`src/mef_pkg.sv`:
```
// ----------------------------------------------------------------------------
// mef_pkg: shared types and constants of the median and average distance filter
// Window size, sample width, cell control group and sequencer states.
// ----------------------------------------------------------------------------
`default_nettype none

package mef_pkg;

    localparam int WINDOW      = 7;
    localparam int SAMPLE_BITS = 16;
    localparam int CNT_BITS    = $clog2(WINDOW + 1);
    localparam int STEP_BITS   = $clog2(WINDOW);
    localparam int K_LO        = (WINDOW - 1) / 2;
    localparam int K_HI        = WINDOW / 2;

    typedef logic [SAMPLE_BITS-1:0] t_sample;
    typedef logic [CNT_BITS-1:0]    t_count;
    typedef logic [STEP_BITS-1:0]   t_step;

    typedef struct packed {
        logic shift;
        logic load;
        logic count;
    } t_cell_ctrl;

    typedef enum logic [2:0] {
        S_IDLE,
        S_LOAD,
        S_SCAN,
        S_SELECT,
        S_FINISH
    } t_state;

endpackage

`default_nettype wire

```
`src/mef_cell.sv`:
```
// ----------------------------------------------------------------------------
// mef_cell: one window cell of the rank counting chain
// Holds one sample, passes it along the shift row, and counts how many
// circulating probe values lie below and at or below it.
// ----------------------------------------------------------------------------
`default_nettype none

module mef_cell (
    input  wire                       i_clk,
    input  wire mef_pkg::t_cell_ctrl  i_ctrl,
    input  wire mef_pkg::t_sample     i_shift_in,
    input  wire mef_pkg::t_sample     i_probe_in,
    output mef_pkg::t_sample          o_value,
    output mef_pkg::t_sample          o_probe,
    output mef_pkg::t_count           o_lt,
    output mef_pkg::t_count           o_le
);

    mef_pkg::t_sample r_value;
    mef_pkg::t_sample r_probe;
    mef_pkg::t_count  r_lt;
    mef_pkg::t_count  r_le;
    mef_pkg::t_sample n_value;
    mef_pkg::t_sample n_probe;
    mef_pkg::t_count  n_lt;
    mef_pkg::t_count  n_le;

    always_comb begin
        n_value = r_value;
        n_probe = r_probe;
        n_lt    = r_lt;
        n_le    = r_le;
        if (i_ctrl.shift) begin
            n_value = i_shift_in;
        end
        if (i_ctrl.load) begin
            n_probe = r_value;
            n_lt    = '0;
            n_le    = '0;
        end else if (i_ctrl.count) begin
            n_probe = i_probe_in;
            if (r_probe < r_value) begin
                n_lt = r_lt + mef_pkg::t_count'(1);
            end
            if (r_probe <= r_value) begin
                n_le = r_le + mef_pkg::t_count'(1);
            end
        end
    end

    always_ff @(posedge i_clk) begin
        r_value <= n_value;
        r_probe <= n_probe;
        r_lt    <= n_lt;
        r_le    <= n_le;
    end

    assign o_value = r_value;
    assign o_probe = r_probe;
    assign o_lt    = r_lt;
    assign o_le    = r_le;

endmodule

`default_nettype wire

```
`src/median_ema_distance_filter.sv`:
```
// ----------------------------------------------------------------------------
// median_ema_distance_filter: sliding median followed by a halving average
// A row of cells holds the last WINDOW samples; ranks are found by rotating
// probe copies through the row, then the median (the raw sample while the window fills) feeds the moving average.
// ----------------------------------------------------------------------------
// sequence: a request goes straight to FINISH while the window fills, and
//   through LOAD, WINDOW probe rotation steps in SCAN, SELECT and FINISH once full
// handshake: one request at a time; next taken once the result is registered,
//   and FINISH holds while the output is stalled
// reset: synchronous active low; clears fill count, average and handshakes
`default_nettype none

module median_ema_distance_filter (
    input  wire                                 i_clk,
    input  wire                                 i_rst_n,
    input  wire                                 i_valid,
    output logic                                o_ready,
    input  wire  [mef_pkg::SAMPLE_BITS-1:0]     i_sample,
    output logic                                o_valid,
    input  wire                                 i_ready,
    output logic [mef_pkg::SAMPLE_BITS-1:0]     o_filtered,
    output logic                                o_window_full
);

    localparam mef_pkg::t_count WIN_CNT   = mef_pkg::t_count'(mef_pkg::WINDOW);
    localparam mef_pkg::t_count KLO_CNT   = mef_pkg::t_count'(mef_pkg::K_LO);
    localparam mef_pkg::t_count KHI_CNT   = mef_pkg::t_count'(mef_pkg::K_HI);
    localparam mef_pkg::t_step  STEP_LAST = mef_pkg::t_step'(mef_pkg::WINDOW - 1);

    mef_pkg::t_state     r_state;
    mef_pkg::t_state     n_state;
    mef_pkg::t_count     r_fill;
    mef_pkg::t_count     n_fill;
    mef_pkg::t_step      r_step;
    mef_pkg::t_step      n_step;
    mef_pkg::t_sample    r_med;
    mef_pkg::t_sample    n_med;
    logic                r_full;
    logic                n_full;
    mef_pkg::t_sample    r_avg;
    mef_pkg::t_sample    n_avg;
    logic                r_seeded;
    logic                n_seeded;
    logic                r_out_valid;
    logic                n_out_valid;
    mef_pkg::t_sample    r_out;
    mef_pkg::t_sample    n_out;
    logic                r_out_full;
    logic                n_out_full;
    mef_pkg::t_cell_ctrl ctrl;

    mef_pkg::t_sample value [mef_pkg::WINDOW];
    mef_pkg::t_sample probe [mef_pkg::WINDOW];
    mef_pkg::t_count  lt    [mef_pkg::WINDOW];
    mef_pkg::t_count  le    [mef_pkg::WINDOW];

    mef_pkg::t_sample sel_lo;
    mef_pkg::t_sample sel_hi;
    logic [mef_pkg::SAMPLE_BITS:0] med_sum;
    logic [mef_pkg::SAMPLE_BITS:0] avg_sum;
    mef_pkg::t_count  fill_inc;

    genvar g;
    generate
        for (g = 0; g < mef_pkg::WINDOW; g++) begin : g_cell
            mef_cell u_cell (
                .i_clk      (i_clk),
                .i_ctrl     (ctrl),
                .i_shift_in ((g == 0) ? i_sample : value[(g + mef_pkg::WINDOW - 1)
                                                         % mef_pkg::WINDOW]),
                .i_probe_in (probe[(g + mef_pkg::WINDOW - 1) % mef_pkg::WINDOW]),
                .o_value    (value[g]),
                .o_probe    (probe[g]),
                .o_lt       (lt[g]),
                .o_le       (le[g])
            );
        end
    endgenerate

    // rank selection of the middle element(s)
    always_comb begin
        sel_lo = '0;
        sel_hi = '0;
        for (int i = 0; i < mef_pkg::WINDOW; i++) begin
            if (lt[i] <= KLO_CNT && le[i] > KLO_CNT) begin
                sel_lo = sel_lo | value[i];
            end
            if (lt[i] <= KHI_CNT && le[i] > KHI_CNT) begin
                sel_hi = sel_hi | value[i];
            end
        end
        med_sum = {1'b0, sel_lo} + {1'b0, sel_hi};
        avg_sum = {1'b0, r_med} + {1'b0, r_avg};
        fill_inc = (r_fill < WIN_CNT) ? r_fill + mef_pkg::t_count'(1) : r_fill;
    end

    always_comb begin
        n_state     = r_state;
        n_fill      = r_fill;
        n_step      = r_step;
        n_med       = r_med;
        n_full      = r_full;
        n_avg       = r_avg;
        n_seeded    = r_seeded;
        n_out       = r_out;
        n_out_full  = r_out_full;
        n_out_valid = r_out_valid;
        ctrl        = '0;
        o_ready     = 1'b0;
        if (r_out_valid && i_ready) begin
            n_out_valid = 1'b0;
        end
        case (r_state)
            mef_pkg::S_IDLE: begin
                o_ready = i_rst_n;
                if (i_valid && i_rst_n) begin
                    ctrl.shift = 1'b1;
                    n_fill     = fill_inc;
                    n_full     = (fill_inc >= WIN_CNT);
                    n_med      = i_sample;
                    n_state    = (fill_inc >= WIN_CNT) ? mef_pkg::S_LOAD
                                                       : mef_pkg::S_FINISH;
                end
            end
            mef_pkg::S_LOAD: begin
                ctrl.load = 1'b1;
                n_step    = '0;
                n_state   = mef_pkg::S_SCAN;
            end
            mef_pkg::S_SCAN: begin
                ctrl.count = 1'b1;
                n_step     = r_step + mef_pkg::t_step'(1);
                if (r_step == STEP_LAST) begin
                    n_state = mef_pkg::S_SELECT;
                end
            end
            mef_pkg::S_SELECT: begin
                n_med   = med_sum[mef_pkg::SAMPLE_BITS:1];
                n_state = mef_pkg::S_FINISH;
            end
            mef_pkg::S_FINISH: begin
                if (!r_out_valid || i_ready) begin
                    if (r_seeded) begin
                        n_avg = avg_sum[mef_pkg::SAMPLE_BITS:1];
                        n_out = avg_sum[mef_pkg::SAMPLE_BITS:1];
                    end else begin
                        n_avg = r_med;
                        n_out = r_med;
                    end
                    n_seeded    = 1'b1;
                    n_out_full  = r_full;
                    n_out_valid = 1'b1;
                    n_state     = mef_pkg::S_IDLE;
                end
            end
            default: begin
                n_state = mef_pkg::S_IDLE;
            end
        endcase
    end

    always_ff @(posedge i_clk) begin
        if (!i_rst_n) begin
            r_state     <= mef_pkg::S_IDLE;
            r_fill      <= '0;
            r_step      <= '0;
            r_avg       <= '0;
            r_seeded    <= 1'b0;
            r_out_valid <= 1'b0;
        end else begin
            r_state     <= n_state;
            r_fill      <= n_fill;
            r_step      <= n_step;
            r_avg       <= n_avg;
            r_seeded    <= n_seeded;
            r_out_valid <= n_out_valid;
        end
    end

    always_ff @(posedge i_clk) begin
        r_med      <= n_med;
        r_full     <= n_full;
        r_out      <= n_out;
        r_out_full <= n_out_full;
    end

    assign o_valid       = r_out_valid;
    assign o_filtered    = r_out;
    assign o_window_full = r_out_full;

endmodule

`default_nettype wire

```
`config.mk`:
```
export PLATFORM = sky130hd
export DESIGN_NAME = median_ema_distance_filter
export DESIGN_NICKNAME = d
export VERILOG_FILES = /design/src/mef_pkg.sv /design/src/mef_cell.sv /design/src/median_ema_distance_filter.sv
export SDC_FILE = /design/constraint.sdc
export NUM_CORES = 1
export LEC_CHECK = 0
export ABC_CLOCK_PERIOD_IN_PS = 4700
export BUFFER_PORTS_ARGS = -buffer_cell sky130_fd_sc_hd__buf_4
export CAP_MARGIN = 30
export CORE_MARGIN = 2
export CORE_UTILIZATION = 35
export CTS_CLUSTER_DIAMETER = 60
export CTS_CLUSTER_SIZE = 20
export DETAILED_ROUTE_END_ITERATION = 10
export HOLD_SLACK_MARGIN = 0.05
export PLACE_DENSITY = 0.59
export SYNTH_ARGS = -nofsm -noshare
export SYNTH_HDL_FRONTEND = slang
export SYNTH_HIERARCHICAL = 1
export SYNTH_SLANG_ARGS = --single-unit
```
`constraint.sdc`:
```
create_clock -name i_clk -period 4.7 [get_ports i_clk]
set_clock_uncertainty 0.2 [all_clocks]
set_input_delay 0.47 -clock i_clk [delete_from_list [all_inputs] [get_ports i_clk]]
set_output_delay 0.47 -clock i_clk [all_outputs]
set_load 0.05 [all_outputs]
```
==> run_results.csv <==
group,metric,value,unit
clocking,cts_setup_buffers,0,
global_route,grt_pass1_wl,65.5,mm
clocking,cts.root.buffer_cell,"clkbuf_16",
floorplanning,die_h,227,um
worst_setup_path,path_cells,"dlygate4sd3_1, buf_4, inv_1, nor4_2, and2_4, nand2b_1",
logic_synthesis,synth_cell_types,80,
route,dr.pass1.iters,6,
floorplanning,die-width,227,um
logic_synthesis,synth_top_area_share,44.7,%
worst_setup_path,crit_path_start_kind,"input port",
route,ant_nets,0,
timing,rsz0062_at_grt,"false",
worst_setup_path,critPathKind,"in2reg",
route,wirelength,43.2,mm
logic_synthesis,synth_area_leader_cell,"edfxtp_1",
floorplanning,core,49000,um^2
clocking,cts.sinks,327,
route,routed-via-count,11500,
logic_synthesis,ys_async_sr_fraction,0,%
logic_synthesis,ys.warnings.count,6,
route,drc,0,
place,place_congestion,0.873,
global_route,grt_max_degree,64,
clocking,clockBufferDepth,3,
logic_synthesis,syn_nets,1574,
clocking,cts_made_buffers,31,
logic_synthesis,synth_ff_type,"edfxtp_1",
power_and_ir_drop,irDropWorstVdd,0.000273,V
timing,final-hold-violation-count,0,
worst_setup_path,ff2ff_setup_slack,1.86,ns
power_and_ir_drop,cellLeakagePower,7.64,nW
worst_setup_path,end_kind,"flip-flop",
clocking,clock_latency,0.59,ns
logic_synthesis,synth_most_common_cell,"edfxtp_1",
floorplanning,die_area,51300,um^2
logic_synthesis,avgSynthCellArea,12.3,um^2
timing,fmax,342,MHz
cells_and_area,syn2layout_area_growth,13.2,%
timing,maxSlewViolCount,0,
timing,min_period,2.93,ns
worst_setup_path,crit_buf_inv,3,
timing,hold-worst-slack,0.235,ns
worst_setup_path,critPathTopFamily,"simple AND/OR/NAND/NOR gates",
floorplanning,pin_count,39,
logic_synthesis,synth_cells,1409,
floorplanning,rows,81,
global_route,grt_usage,16.6,%
worst_setup_path,critical_path.max_fanout,46,
logic_synthesis,synth_seq_area_share,52.7,%
hold_path,hold_class,"reg2reg",
route,via_per_inst,5.35,
worst_setup_path,cp_slowest_cell,"nand2b_1",
power_and_ir_drop,power_density,356,nW/um^2
timing,fin_setup_tns,0,ns
route,wire_per_inst,20.1,um
logic_synthesis,ys_ff_latch,327,
global_route,grt_overflow,0,
place,place_hpwl,31.2,mm
floorplanning,initial_core_util,35.4,%
worst_setup_path,cp_data_arrival_time,2.95,ns
global_route,first_global_vias,11200,
cells_and_area,drive_above_1_share,20.2,%
place,port-buffer-count,38,
cells_and_area,nets,1626,
cells_and_area,n_antenna_cell,0,
clocking,clk_pin_slew,0.07,ns
flow_run,max-cap-violations,0,
global_route,antenna_found_initial,4,
worst_setup_path,crit_required,4.72,ns
logic_synthesis,ys_top_cells_by_area,"edfxtp_1, ha_1, mux2_2, dfxtp_1, inv_1",
timing,setup_viol,0,
logic_synthesis,netlist_area,17300,um^2
timing,slew_headroom,32.1,%
status,status,"finished clean",
timing,fin_crit_sh,62.3,%
clocking,htreeDepth,1,
worst_setup_path,slowest_delay,0.65,ns
clocking,tritoncts,"built",
route,first_iter_violations,949,
logic_synthesis,synth_common_cells,"edfxtp_1, ha_1, mux2_2, inv_1, dfxtp_1",
timing,worst_pin_slew,1.01,ns
logic_synthesis,synth_edf_count,258,
[flip-flops by register name, summed over array words and instances (netlist names), 3 cells and up]
register / flops
r_med: 16
g_cell.u_cell/o_lt: 21
r_fill: 3
r_avg: 16
r_step: 3
g_cell.u_cell/o_le: 21
g_cell.u_cell/o_value: 112
g_cell.u_cell/o_probe: 112
r_state: 3
o_filtered: 16
[per-stage QoR]
| step | cells | cell area, um^2 | util (%) | setup WS (ns) | total power [W] |
|---|---|---|---|---|---|
| finish | 2150 | 19600 | 40.1 | 1.77 | 0.00699 |
| global route | 2150 | 19600 | 40.1 | 1.58 | 0.00728 |
| CTS | 2149 | 19600 | 40.0 | 1.71 | 0.00706 |
| detailed placement | 2071 | 18300 | 37.5 | 1.66 | 0.00442 |
| global placement | 2069 | 18300 | 37.4 | 1.68 | 0.00438 |
| floorplan | 1409 | 17300 | - | 0.467 | 0.00416 |
[power by group]
part	switching (W)	internal, W
combinational	0.000494	0.000377
clock	0.00128	0.00134
sequential	0.000159	0.00335
total	0.00193	0.00506
[final cells by class]
type | count | area, um^2
clock buffers | 31 | 776
clock inverters | 27 | 277
inverters | 124 | 465
repair buffers | 72 | 638
multi-input cells | 905 | 7510
flip-flops and latches | 327 | 9130
well taps | 664 | 831
fillers | 4550 | 29300
[layout by cell type (no fill, tap or decap), drive strengths merged, types with 7 or more instances in the layout]
cell,n
edfxtp,258
nor2b,37
o21a,9
mux2i,10
a22oi,33
a2bb2oi,7
and4,9
o21ai,35
dfxtp,69
and2,7
mux2,135
clkbuf,31
nand2b,20
nand3,16
a21oi,65
o31ai,22
o21bai,7
clkinv,10
or2,8
a221oi,7
nor2,54
nand2,59
nor4,9
a221o,7
o211a,9
buf,52
nand4,38
a222oi,16
nor3,19
dlygate4sd3,20
inv,140
a31oi,22
ha,144
a21o,35
[worst reg2reg max path, stage by stage (launching register included)]
cell and delay [ns]:
edfxtp_1 0.40, inv_1 0.07, ha_1 0.33, nand4_2 0.20, o21bai_1 0.15, a221oi_1 0.70, a32o_1 0.33, mux2_2 0.34
[layer usage]
metal / routed length, um / track usage (%)
met5: 45 / 0
met4: 1270 / 4.84
met3: 2460 / 2.86
met2: 18700 / 25.6
met1: 20700 / 24.0
[worst paths after layout]
kind                                                        startpoint                                    end  cells past startpoint
worst max-delay path                                           i_rst_n                    r_med[14]$_DFFE_PP_                      6
worst min-delay path                                  r_full$_DFFE_PP_                o_window_full$_DFFE_PP_                      0
worst max register to register  g_cell[5].u_cell/o_value[13]$_DFFE_PP_  g_cell[5].u_cell/o_le[0]$_SDFFE_PP0P_                      7
worst min register to register                        r_full$_DFFE_PP_                o_window_full$_DFFE_PP_                      0
[repair_timing]
item                                   in CTS  in global routing
hold buffers                               20                  0
resized for setup                           0                  0
endpoints found under the hold margin      36                  0
setup endpoints to repair                   0                  0
[cell families (layout without fill, tap and decap cells)]
logic type	after synthesis	after routing	share of synthesized area, %
XOR/XNOR	9	9	0.455
AO/OA/AOI/OAI	313	313	13.2
buffers and inverters	177	254	4.19
AND/OR/NAND/NOR	293	293	9.54
multiplexers	145	145	9.39
flip-flops	327	327	52.7
adder cells (fa/ha/maj)	145	145	10.5
No activity file was read; power rests on OpenSTA's default activity.
